[src/hdl/ole_pkg.sv]
// Shared types, codes and constants of the ordered list engine.
`timescale 1ns / 1ps
package ole_pkg;

  localparam int MAX_ENTRIES_DEFAULT = 64;

  localparam int CMD_W  = 2;
  localparam int VAL_W  = 32;
  localparam int POS_W  = 7;
  localparam int STAT_W = 3;
  localparam int IDX_W  = 6;
  localparam int LEN_W  = 7;

  typedef enum logic [CMD_W-1:0] {
    CMD_INSERT    = 2'd0,
    CMD_POP_FRONT = 2'd1,
    CMD_POP_REAR  = 2'd2,
    CMD_SEARCH    = 2'd3
  } ole_cmd_e;

  typedef enum logic [STAT_W-1:0] {
    STAT_OK        = 3'd0,
    STAT_EMPTY     = 3'd1,
    STAT_RANGE     = 3'd2,
    STAT_FULL      = 3'd3,
    STAT_NOT_FOUND = 3'd4
  } ole_status_e;

  typedef enum logic [2:0] {
    S_IDLE,
    S_SHIFT,
    S_PUT,
    S_TAKE,
    S_SCAN,
    S_RESP
  } ole_state_e;

  typedef struct packed {
    ole_cmd_e                cmd;
    logic signed [VAL_W-1:0] value;
    logic [POS_W-1:0]        position;
  } ole_req_t;

  typedef struct packed {
    ole_status_e             status;
    logic signed [VAL_W-1:0] removed_value;
    logic [IDX_W-1:0]        found_index;
    logic [LEN_W-1:0]        new_length;
  } ole_rsp_t;

endpackage

[src/hdl/ordered_list_engine_top.sv]
// Top level of the ordered list engine: sequencer, entry memory and output register.
//
// Requests arrive on in_valid_i/in_ready_o with in_req_i; each accepted transaction
// gives exactly one result on out_valid_o/out_ready_i with out_rsp_o, in order.
// The entries sit in a ring in one memory with a registered read port, so the
// sequencer touches one entry per cycle. An insert at position p moves each entry
// from the end down to p one place back and then writes the new value; a removal
// reads one entry; a search reads from the front until a hit or the end of the
// list; a request rejected at once (empty, full, bad position) goes straight to
// the result. The next request is taken in the cycle after the result enters the
// output register, so a request is not taken while another is still in work.
// The result register lets a new request start while a result still waits;
// when the receiver stalls with a result held, the following request finishes
// its work and waits for the register to free up.
// Reset empties the list at once; no clearing pass runs, and memory contents
// are never read before being written.
`timescale 1ns / 1ps
module ordered_list_engine_top #(
  parameter int MAX_ENTRIES = ole_pkg::MAX_ENTRIES_DEFAULT
) (
  input  logic              clk_i,
  input  logic              rst_ni,
  input  logic              in_valid_i,
  output logic              in_ready_o,
  input  ole_pkg::ole_req_t in_req_i,
  output logic              out_valid_o,
  input  logic              out_ready_i,
  output ole_pkg::ole_rsp_t out_rsp_o
);
  import ole_pkg::*;

  localparam int AW = $clog2(MAX_ENTRIES);

  logic             rsp_valid;
  logic             rsp_ready;
  ole_rsp_t         rsp;
  logic             ram_we;
  logic [AW-1:0]    ram_waddr;
  logic [VAL_W-1:0] ram_wdata;
  logic             ram_re;
  logic [AW-1:0]    ram_raddr;
  logic [VAL_W-1:0] ram_rdata;
  logic             out_valid_q;
  ole_rsp_t         out_q;

  ole_ctrl #(
    .MAX_ENTRIES(MAX_ENTRIES)
  ) u_ctrl (
    .clk_i      (clk_i),
    .rst_ni     (rst_ni),
    .in_valid_i (in_valid_i),
    .in_ready_o (in_ready_o),
    .in_req_i   (in_req_i),
    .rsp_valid_o(rsp_valid),
    .rsp_ready_i(rsp_ready),
    .rsp_o      (rsp),
    .ram_we_o   (ram_we),
    .ram_waddr_o(ram_waddr),
    .ram_wdata_o(ram_wdata),
    .ram_re_o   (ram_re),
    .ram_raddr_o(ram_raddr),
    .ram_rdata_i(ram_rdata)
  );

  ole_ram #(
    .WIDTH(VAL_W),
    .DEPTH(MAX_ENTRIES)
  ) u_ram (
    .clk_i  (clk_i),
    .we_i   (ram_we),
    .waddr_i(ram_waddr),
    .wdata_i(ram_wdata),
    .re_i   (ram_re),
    .raddr_i(ram_raddr),
    .rdata_o(ram_rdata)
  );

  assign rsp_ready = !out_valid_q || out_ready_i;

  always_ff @(posedge clk_i or negedge rst_ni) begin
    if (!rst_ni) begin
      out_valid_q <= 1'b0;
    end else if (rsp_valid && rsp_ready) begin
      out_valid_q <= 1'b1;
    end else if (out_ready_i) begin
      out_valid_q <= 1'b0;
    end
  end

  always_ff @(posedge clk_i) begin
    if (rsp_valid && rsp_ready) begin
      out_q <= rsp;
    end
  end

  assign out_valid_o = out_valid_q;
  assign out_rsp_o   = out_q;

endmodule

[src/hdl/ole_ram.sv]
// Generic simple dual-port RAM with one write port and a registered read port.
`timescale 1ns / 1ps
module ole_ram #(
  parameter int WIDTH = 32,
  parameter int DEPTH = 64
) (
  input  logic                     clk_i,
  input  logic                     we_i,
  input  logic [$clog2(DEPTH)-1:0] waddr_i,
  input  logic [WIDTH-1:0]         wdata_i,
  input  logic                     re_i,
  input  logic [$clog2(DEPTH)-1:0] raddr_i,
  output logic [WIDTH-1:0]         rdata_o
);

  logic [WIDTH-1:0] mem_q [DEPTH];
  logic [WIDTH-1:0] rdata_q;

  always_ff @(posedge clk_i) begin
    if (we_i) begin
      mem_q[waddr_i] <= wdata_i;
    end
    if (re_i) begin
      rdata_q <= mem_q[raddr_i];
    end
  end

  assign rdata_o = rdata_q;

endmodule

[src/hdl/ole_ctrl.sv]
// Sequencer that runs list requests against the entry memory, one entry per cycle.
`timescale 1ns / 1ps
module ole_ctrl #(
  parameter int MAX_ENTRIES = ole_pkg::MAX_ENTRIES_DEFAULT
) (
  input  logic                           clk_i,
  input  logic                           rst_ni,
  input  logic                           in_valid_i,
  output logic                           in_ready_o,
  input  ole_pkg::ole_req_t              in_req_i,
  output logic                           rsp_valid_o,
  input  logic                           rsp_ready_i,
  output ole_pkg::ole_rsp_t              rsp_o,
  output logic                           ram_we_o,
  output logic [$clog2(MAX_ENTRIES)-1:0] ram_waddr_o,
  output logic [ole_pkg::VAL_W-1:0]      ram_wdata_o,
  output logic                           ram_re_o,
  output logic [$clog2(MAX_ENTRIES)-1:0] ram_raddr_o,
  input  logic [ole_pkg::VAL_W-1:0]      ram_rdata_i
);
  import ole_pkg::*;

  localparam int AW = $clog2(MAX_ENTRIES);
  localparam int CW = $clog2(MAX_ENTRIES + 1);
  localparam int SW = CW + 1;
  localparam int LW = (CW > POS_W) ? CW : POS_W;

  // The list is a ring in memory: logical index i lives at head + i, wrapped.
  function automatic logic [AW-1:0] phys(input logic [AW-1:0] head,
                                         input logic [CW-1:0] idx);
    logic [SW-1:0] sum;
    sum = SW'(head) + SW'(idx);
    if (sum >= SW'(MAX_ENTRIES)) begin
      sum = sum - SW'(MAX_ENTRIES);
    end
    return sum[AW-1:0];
  endfunction

  ole_state_e              state_q, state_d;
  logic [AW-1:0]           head_q, head_d;
  logic [CW-1:0]           count_q, count_d;
  logic [CW-1:0]           idx_q, idx_d;
  ole_req_t                req_q;
  ole_status_e             status_q, status_d;
  logic signed [VAL_W-1:0] removed_q, removed_d;
  logic [AW-1:0]           found_q, found_d;

  logic [CW-1:0] rd_idx;
  logic [CW-1:0] wr_idx;
  logic [CW-1:0] pos_c;
  logic          pos_over;
  logic          pos_at_end;
  logic          list_empty;
  logic          list_full;

  assign pos_c      = CW'(req_q.position);
  assign pos_over   = LW'(in_req_i.position) > LW'(count_q);
  assign pos_at_end = LW'(in_req_i.position) == LW'(count_q);
  assign list_empty = (count_q == '0);
  assign list_full  = (count_q == CW'(MAX_ENTRIES));

  always_ff @(posedge clk_i or negedge rst_ni) begin
    if (!rst_ni) begin
      state_q <= S_IDLE;
      head_q  <= '0;
      count_q <= '0;
      idx_q   <= '0;
    end else begin
      state_q <= state_d;
      head_q  <= head_d;
      count_q <= count_d;
      idx_q   <= idx_d;
    end
  end

  always_ff @(posedge clk_i) begin
    if (in_valid_i && in_ready_o) begin
      req_q <= in_req_i;
    end
    status_q  <= status_d;
    removed_q <= removed_d;
    found_q   <= found_d;
  end

  always_comb begin
    state_d     = state_q;
    head_d      = head_q;
    count_d     = count_q;
    idx_d       = idx_q;
    status_d    = status_q;
    removed_d   = removed_q;
    found_d     = found_q;
    in_ready_o  = 1'b0;
    rsp_valid_o = 1'b0;
    ram_we_o    = 1'b0;
    ram_re_o    = 1'b0;
    ram_wdata_o = ram_rdata_i;
    rd_idx      = idx_q;
    wr_idx      = idx_q + CW'(1);

    unique case (state_q)
      S_IDLE: begin
        in_ready_o = 1'b1;
        if (in_valid_i) begin
          removed_d = '0;
          found_d   = '0;
          unique case (in_req_i.cmd)
            CMD_INSERT: begin
              // The position check takes precedence over the full check.
              if (pos_over) begin
                status_d = STAT_RANGE;
                state_d  = S_RESP;
              end else if (list_full) begin
                status_d = STAT_FULL;
                state_d  = S_RESP;
              end else if (pos_at_end) begin
                state_d = S_PUT;
              end else begin
                ram_re_o = 1'b1;
                rd_idx   = count_q - CW'(1);
                idx_d    = count_q - CW'(1);
                state_d  = S_SHIFT;
              end
            end
            CMD_POP_FRONT, CMD_POP_REAR: begin
              if (list_empty) begin
                status_d  = STAT_EMPTY;
                removed_d = '1;
                state_d   = S_RESP;
              end else begin
                ram_re_o = 1'b1;
                rd_idx   = (in_req_i.cmd == CMD_POP_FRONT) ? '0 : count_q - CW'(1);
                state_d  = S_TAKE;
              end
            end
            CMD_SEARCH: begin
              if (list_empty) begin
                status_d = STAT_EMPTY;
                state_d  = S_RESP;
              end else begin
                ram_re_o = 1'b1;
                rd_idx   = '0;
                idx_d    = '0;
                state_d  = S_SCAN;
              end
            end
          endcase
        end
      end
      S_SHIFT: begin
        // Move arrived entry idx_q back one; unless at pos_c, fetch the one before.
        ram_we_o = 1'b1;
        wr_idx   = idx_q + CW'(1);
        if (idx_q == pos_c) begin
          state_d = S_PUT;
        end else begin
          ram_re_o = 1'b1;
          rd_idx   = idx_q - CW'(1);
          idx_d    = idx_q - CW'(1);
        end
      end
      S_PUT: begin
        ram_we_o    = 1'b1;
        wr_idx      = pos_c;
        ram_wdata_o = req_q.value;
        count_d     = count_q + CW'(1);
        status_d    = STAT_OK;
        state_d     = S_RESP;
      end
      S_TAKE: begin
        removed_d = ram_rdata_i;
        count_d   = count_q - CW'(1);
        if (req_q.cmd == CMD_POP_FRONT) begin
          head_d = phys(head_q, CW'(1));
        end
        status_d = STAT_OK;
        state_d  = S_RESP;
      end
      S_SCAN: begin
        if (ram_rdata_i == req_q.value) begin
          found_d  = idx_q[AW-1:0];
          status_d = STAT_OK;
          state_d  = S_RESP;
        end else if (idx_q == count_q - CW'(1)) begin
          status_d = STAT_NOT_FOUND;
          state_d  = S_RESP;
        end else begin
          ram_re_o = 1'b1;
          rd_idx   = idx_q + CW'(1);
          idx_d    = idx_q + CW'(1);
        end
      end
      S_RESP: begin
        rsp_valid_o = 1'b1;
        if (rsp_ready_i) begin
          state_d = S_IDLE;
        end
      end
      default: begin
        state_d = S_IDLE;
      end
    endcase
  end

  assign ram_raddr_o = phys(head_q, rd_idx);
  assign ram_waddr_o = phys(head_q, wr_idx);

  assign rsp_o.status        = status_q;
  assign rsp_o.removed_value = removed_q;
  assign rsp_o.found_index   = IDX_W'(found_q);
  assign rsp_o.new_length    = LEN_W'(count_q);

endmodule

[config.mk]
export PLATFORM = sky130hd
export DESIGN_NAME = ordered_list_engine_top
export DESIGN_NICKNAME = d
export VERILOG_FILES = /design/src/hdl/ole_pkg.sv /design/src/hdl/ordered_list_engine_top.sv /design/src/hdl/ole_ram.sv /design/src/hdl/ole_ctrl.sv
export SDC_FILE = /design/constraint.sdc
export NUM_CORES = 2
export LEC_CHECK = 0
export BUFFER_PORTS_ARGS = -buffer_cell sky130_fd_sc_hd__clkbuf_2
export CAP_MARGIN = 40
export CORE_MARGIN = 4
export CORE_UTILIZATION = 45
export DETAILED_ROUTE_END_ITERATION = 16
export PLACE_DENSITY_LB_ADDON = 0.12
export SYNTH_ARGS = -nofsm -noshare
export SYNTH_HDL_FRONTEND = slang
export SYNTH_SLANG_ARGS = --single-unit
export TNS_END_PERCENT = 100
[constraint.sdc]
create_clock -name clk_i -period 15.45 [get_ports clk_i]
set_clock_uncertainty 0.15 [all_clocks]
set_input_delay 0 -clock clk_i [delete_from_list [all_inputs] [get_ports clk_i]]
set_output_delay 0 -clock clk_i [all_outputs]
set_load 0.01 [all_outputs]
# --- Word-level counts from Yosys, hierarchy flattened ---
# Memories as Yosys holds them, arrays and structs flattened. A register that Yosys moved wholly into a read port is not among the register bits.
# Cells that the tools add are included.
word_totals:
  regBits: 154
  inputBits: 45
  memories: 1
  mem_bits_rw: 2048
  output_inout_bits: 50
  wordCells: 140
memory_table:
  columns: ["memory", "words", "word_bits", "read_ports", "rd_clocked_by_memory_dff", "write_ports", "line", "source"]
  rows:
  - ["u_ram.mem_q", 64, 32, 1, 1, 1, "ole_ram.sv:16", "logic [WIDTH-1:0] mem_q [DEPTH];"]
op_classes:
  eq_ne: 22
  n_reduce_logical: 23
  mux: 65
  n_addsub: 10
  n_lt_le_gt_ge: 4
op_table:
  columns: ["operator", "n"]
  rows:
  - ["$mux 32", 4]
  - ["$mux 7", 12]
  - ["$pmux 32 s2", 1]
  - ["$pmux 7 s3", 3]
  - ["$mux 3", 14]
  - ["$eq 32x32->1", 1]
  - ["$mux 6", 5]
  - ["$pmux 7 s2", 2]
  - ["$eq 7x7->1", 3]
  - ["$pmux 3 s3", 2]
  - ["$sub 6x1->6 const B", 3]
  - ["$add 6x7->8", 2]
  - ["$ge 8x7->1 const B", 2]
  - ["$mux 1", 16]
  - ["$pmux 3 s5", 1]
  - ["$add 7x1->7 const B", 2]
  - ["$sub 7x1->7 const B", 2]
  - ["$pmux 6 s2", 1]
  - ["$reduce_bool 2->1", 4]
  - ["$add 6x1->7 const B", 1]
  - ["$eq 7x7->1 const B", 1]
  - ["$ge 7x7->1 const B", 1]
  - ["$gt 7x7->1", 1]
  - ["$logic_not 7->1", 1]
  - ["other kinds (27)", 39]

# --- Longest topological paths before layout ---
depth:
  depth_word: 10
  ltp_mapped: 23
  ltp_nobuf: 20

# --- Hierarchy ---
# Synthesis repeated with hierarchy kept, for this count alone.
hier_totals:
  cells_unflattened: 4153
  hier_area_um2: 87411.3
modules_own_cells:
  columns: ["module", "cells_each", "seq_area_each_um2", "instances", "area_per_inst_um2"]
  rows:
  - ["ole_ram", 3511, 62459.9, 1, 79359.9]
  - ["ole_ctrl", 590, 3037.9, 1, 6556.3]
  - ["ordered_list_engine_top", 52, 1466.4, 1, 1495.2]

# --- Worst setup path before layout ---
# No wires, ideal clock.
synth_path:
  path_type: "register to register"
  start: "register u_ctrl.count_q[0]"
  end: "register u_ram.rdata_q[10], in the netlist u_ram.rdata_o[10] (read register of u_ram.mem_q) (data pin)"
  setup_ns: 0.267
  slack_ns: 9.769
  t_arrival_ns: 5.264
  path_stages_with_launch: 20
  path_buffers: 5
  period_less_slack_ns: 5.681
  required_time_ns: 15.033
  cell_sequence: "dfrtp_1 -> inv_1 -> ha_1 -> clkbuf_1 -> nor3b_1 -> xnor3_1 -> a21oi_2 -> a22oi_1 -> and2_1 -> a221oi_1 -> o211ai_1 -> fa_1 -> clkbuf_1 -> clkbuf_1 -> buf_1 -> buf_1 -> mux4_2 -> mux4_2 -> o211ai_1 -> o32ai_2"
synth_via:
  elab_chain_len: 10
  elab_cells_between_ends: 30
  cone_classes: "3 x add/sub; 2 x order compare; 3 x eq/ne; 21 x mux; 1 x reduce/logical"
synth_lines:
  columns: ["element", "line", "source"]
  rows:
  - ["from (decl)", "ole_ctrl.sv:41", "logic [CW-1:0] count_q, count_d;"]
  - ["from (signal assigned)", "ole_ctrl.sv:71", "count_q <= count_d;"]
  - ["$sub 7x1->7 / $eq 7x7->1 (equally long branches)", null, null]
  - ["$mux 7", "ole_ctrl.sv:116", "end else if (pos_at_end) begin"]
  - ["$mux 7", "ole_ctrl.sv:113", "end else if (list_full) begin"]
  - ["$mux 7", "ole_ctrl.sv:110", "if (pos_over) begin"]
  - ["$pmux 7 s3", "ole_ctrl.sv:107", "unique case (in_req_i.cmd)"]
  - ["$mux 7", "ole_ctrl.sv:104", "if (in_valid_i) begin"]
  - ["$pmux 7 s3", "ole_ctrl.sv:101", "unique case (state_q)"]
  - ["$add 6x7->8", "ole_ctrl.sv:32", "sum = SW'(head) + SW'(idx);"]
  - ["$ge 8x7->1 / $sub 6x1->6 (equally long branches)", "ole_ctrl.sv:33, ole_ctrl.sv:34", null]
  - ["$mux 6", "ole_ctrl.sv:33", "if (sum >= SW'(MAX_ENTRIES)) begin"]
  - ["to (decl)", "ole_ram.sv:17", "logic [WIDTH-1:0] rdata_q;"]
# Several ways; a longest one is shown, not always the timed one.
# A chain may end at the register's enable or synchronous reset.

# --- Worst setup path after layout ---
layout_path:
  start: "register u_ctrl.count_q[4]"
  end: "register u_ram.rdata_q[14], in the netlist u_ram.rdata_o[14] (read register of u_ram.mem_q) (data pin)"
# The elaborated chain is that of the path after synthesis.

==> impl_metrics.toml <==
[setup_path]
cp-start-kind = "flip-flop"
cp_data_required_time_ns = 15.84
end_kind = "flip-flop"
path_class = "reg -> reg"
critPathMaxFanout = 45
cp.arrival_ns = 8.37

[die]
die_area_um2 = 201000
boundaryPins = 95
start_util = 0.453
core_area_um2 = 193000
die_w_um = 448
num_rows = 161
die_y_um = 448

[yosys]
ys_ff_latch = 2234
synth_area_per_cell_um2 = 23.2
synth_ff_type = "edfxtp_1"
netlist-cell-type-count = 64
yosys-top-cells-area = "edfxtp_1 (76%), mux4_2 (17%), dfrtp_1 (0.69%)"
synth_area_leader_cell = "edfxtp_1"
netlist_instances = 3754
synth_edf_count = 2210
synth_top_area_frac = 0.761
ys_warn_count = 0
yosysSeqAreaShare = 0.768
netlist_area_um2 = 87200
syn_nets = 3828
async_flop_share = 0.0107

[cts]
cts_tree = "built"
htree_levels = 4
clk_pin_slew_worst_paths_ns = 0.06
postCtsResizedCells = 0
cts.sink_count = 2234
clock-root-buffer = "clkbuf_16"
worstSkewPairLatency_ns = 0.87
cts_setup_buffers = 0
cts_buffer_depth = 3
cts_buffers = 226

[route]
dr.pass1.iters = 7
drc = 0
drtIter0Drc = 4833
vias = 41300
antenna_left = 0
routed_wirelength_mm = 236
via_per_inst = 6.03
wl_per_cell_um = 34.5

[placement]
portBuffers = 94
post_dp_cell_area_um2 = 92100
gp_congestion = 0.858
pre_cts_ws_ns = 7.52
placedCellCount = 6338
dp.final_hpwl_mm = 127

[sta]
maxSlewViolCount = 0
tns_ns = 0
rsz0062_at_grt = "false"
tightest_slew_ns = 0.950
setup_viol = 0
hold_violations = 0
slew_headroom = 0.348
fin_crit_ns = 7.98
max_freq_ghz = 0.125
timing.final.crit_share = 0.516
fin_ws_ns = 7.47

[job]
max-cap-violations = 0

[worst_hold_path]
hold_class = "in -> reg"

[layout]
final_common_cell = "edfxtp_1"
nNetsFinal = 4207
final_cells = 6853
area_delta_synth_final_pct = 14.8
drive_gt1_frac = 0.323
layout_common_cells = "edfxtp_1 (2210), mux4_2 (640), clkbuf_16 (230)"
fin_area_um2 = 100000

[global_routing]
grt_pass1_wl_mm = 331
antenna_found_initial = 13
grtUsageTotal = 0.237
grt_pass1_vias = 42500
grt_max_degree = 65
globalRouteOverflowTotal = 0

[status]
status = "finished clean"
==> metrics by stage <==
stage                     hold slack, ns  utilization
after global routing               0.212        0.520
after detailed placement         -0.0495        0.478
after floorplan                   -0.446            -
after global placement           -0.0573        0.476
final                              0.241        0.520
after CTS                          0.161        0.520
==> layout make-up <==
type                            count  area (um^2)
Sequential cell                  2234        67000
Fill cell                       14900        92400
Timing Repair Buffer              352         2890
Multi-Input combinational cell   1293        19900
Antenna cell                        3         7.51
Clock buffer                      285         6010
Tap cell                         2526         3160
Inverter                           26         97.6
Clock inverter                    134         1120
==> Yosys cell counts, types with 7 or more instances <==
| library cell | number |
|---|---|
| nor4_1 | 7 |
| buf_2 | 24 |
| xor2_1 | 17 |
| nor2_1 | 96 |
| mux2_2 | 33 |
| o21ai_0 | 26 |
| nand2_1 | 57 |
| clkbuf_1 | 110 |
| mux4_2 | 640 |
| mux2i_1 | 35 |
| nand2b_1 | 39 |
| buf_1 | 60 |
| a31o_2 | 33 |
| edfxtp_1 | 2210 |
| o32ai_2 | 30 |
| dfrtp_1 | 24 |
| inv_1 | 26 |
| o211ai_1 | 43 |
| buf_6 | 7 |
| nand3_1 | 13 |
| a21o_1 | 7 |
| a21oi_1 | 23 |
| nand4_1 | 10 |
| nor2b_1 | 8 |
| xnor2_1 | 62 |
| ha_1 | 27 |
| nor3_1 | 20 |
==> final timing paths <==
path / cells past startpoint / start / endpoint / slack, ns
worst min-delay path: 6 / in_valid_i / u_ctrl.idx_q[5]$_DFFE_PN0P_ / 0.24
worst max register to register: 17 / u_ctrl.count_q[4]$_DFFE_PN0P_ / u_ram.rdata_o[14]$_DFFE_PP_ / 7.47
worst min register to register: 0 / u_ctrl.removed_q[3]$_DFFE_PP_ / out_rsp_o[16]$_DFFE_PP_ / 0.26
min in group asynchronous: 5 / rst_ni / u_ctrl.state_q[2]$_DFFE_PN0P_ / 0.60
max in group asynchronous: 5 / rst_ni / u_ctrl.count_q[4]$_DFFE_PN0P_ / 14.36
worst max-delay path: 17 / u_ctrl.count_q[4]$_DFFE_PN0P_ / u_ram.rdata_o[14]$_DFFE_PP_ / 7.47
==> per-layer routing <==
layer  share of wire  global-route usage  wire length, um  vias to the layer above
met5               0                   0                0                        -
met2            0.50               0.394           119000                     1525
li1                -                   -                -                    16800
met3           0.062              0.0383            14600                      346
met1            0.40               0.325            95200                    22600
met4           0.033              0.0720             7680                        0
==> worst max-delay path: stages, from the launching register on <==
cell,delay [ns]
dfrtp_1,0.55
inv_1,0.15
ha_1,0.33
a21oi_1,0.07
o21ai_0,0.29
nor2_1,0.10
o21ai_1,0.29
nor2_1,0.08
o21ai_0,0.62
o211ai_1,0.27
ha_4,0.23
fa_4,1.29
buf_4,0.61
buf_4,0.68
mux4_2,0.42
mux4_2,0.56
mux2i_1,0.62
o32ai_2,0.23
==> cells by family after synthesis <==
logic type                 count (synthesis)  synth area share
and+or+nand+nor                          278            0.0155
xor gates and xnor gates                  81           0.00846
buffers and inverters                    227            0.0107
DFF                                     2234             0.768
adders and majority gates                 29           0.00433
AOI/OAI and AO/OA                        195            0.0191
muxes                                    710             0.174
==> what timing repair did <==
| action | CTS | global route |
|---|---|---|
| hold buffers | 91 | 0 |
| endpoints found under the setup margin | 0 | 0 |
| hold endpoints to repair | 119 | 0 |
==> registers in the layout, indices dropped and copies added (netlist names), 7 cells and up, named ones only <==
signal / flops
u_ram.mem_q: 2048
out_rsp_o: 48
u_ctrl.req_q: 34
u_ctrl.removed_q: 32
u_ram.rdata_o: 32
u_ctrl.count_q: 7
u_ctrl.pos_c: 7
Power is left out: the tool's default activity adds up to more than one toggle a clock period on the data nets, which glitch-free logic cannot reach.
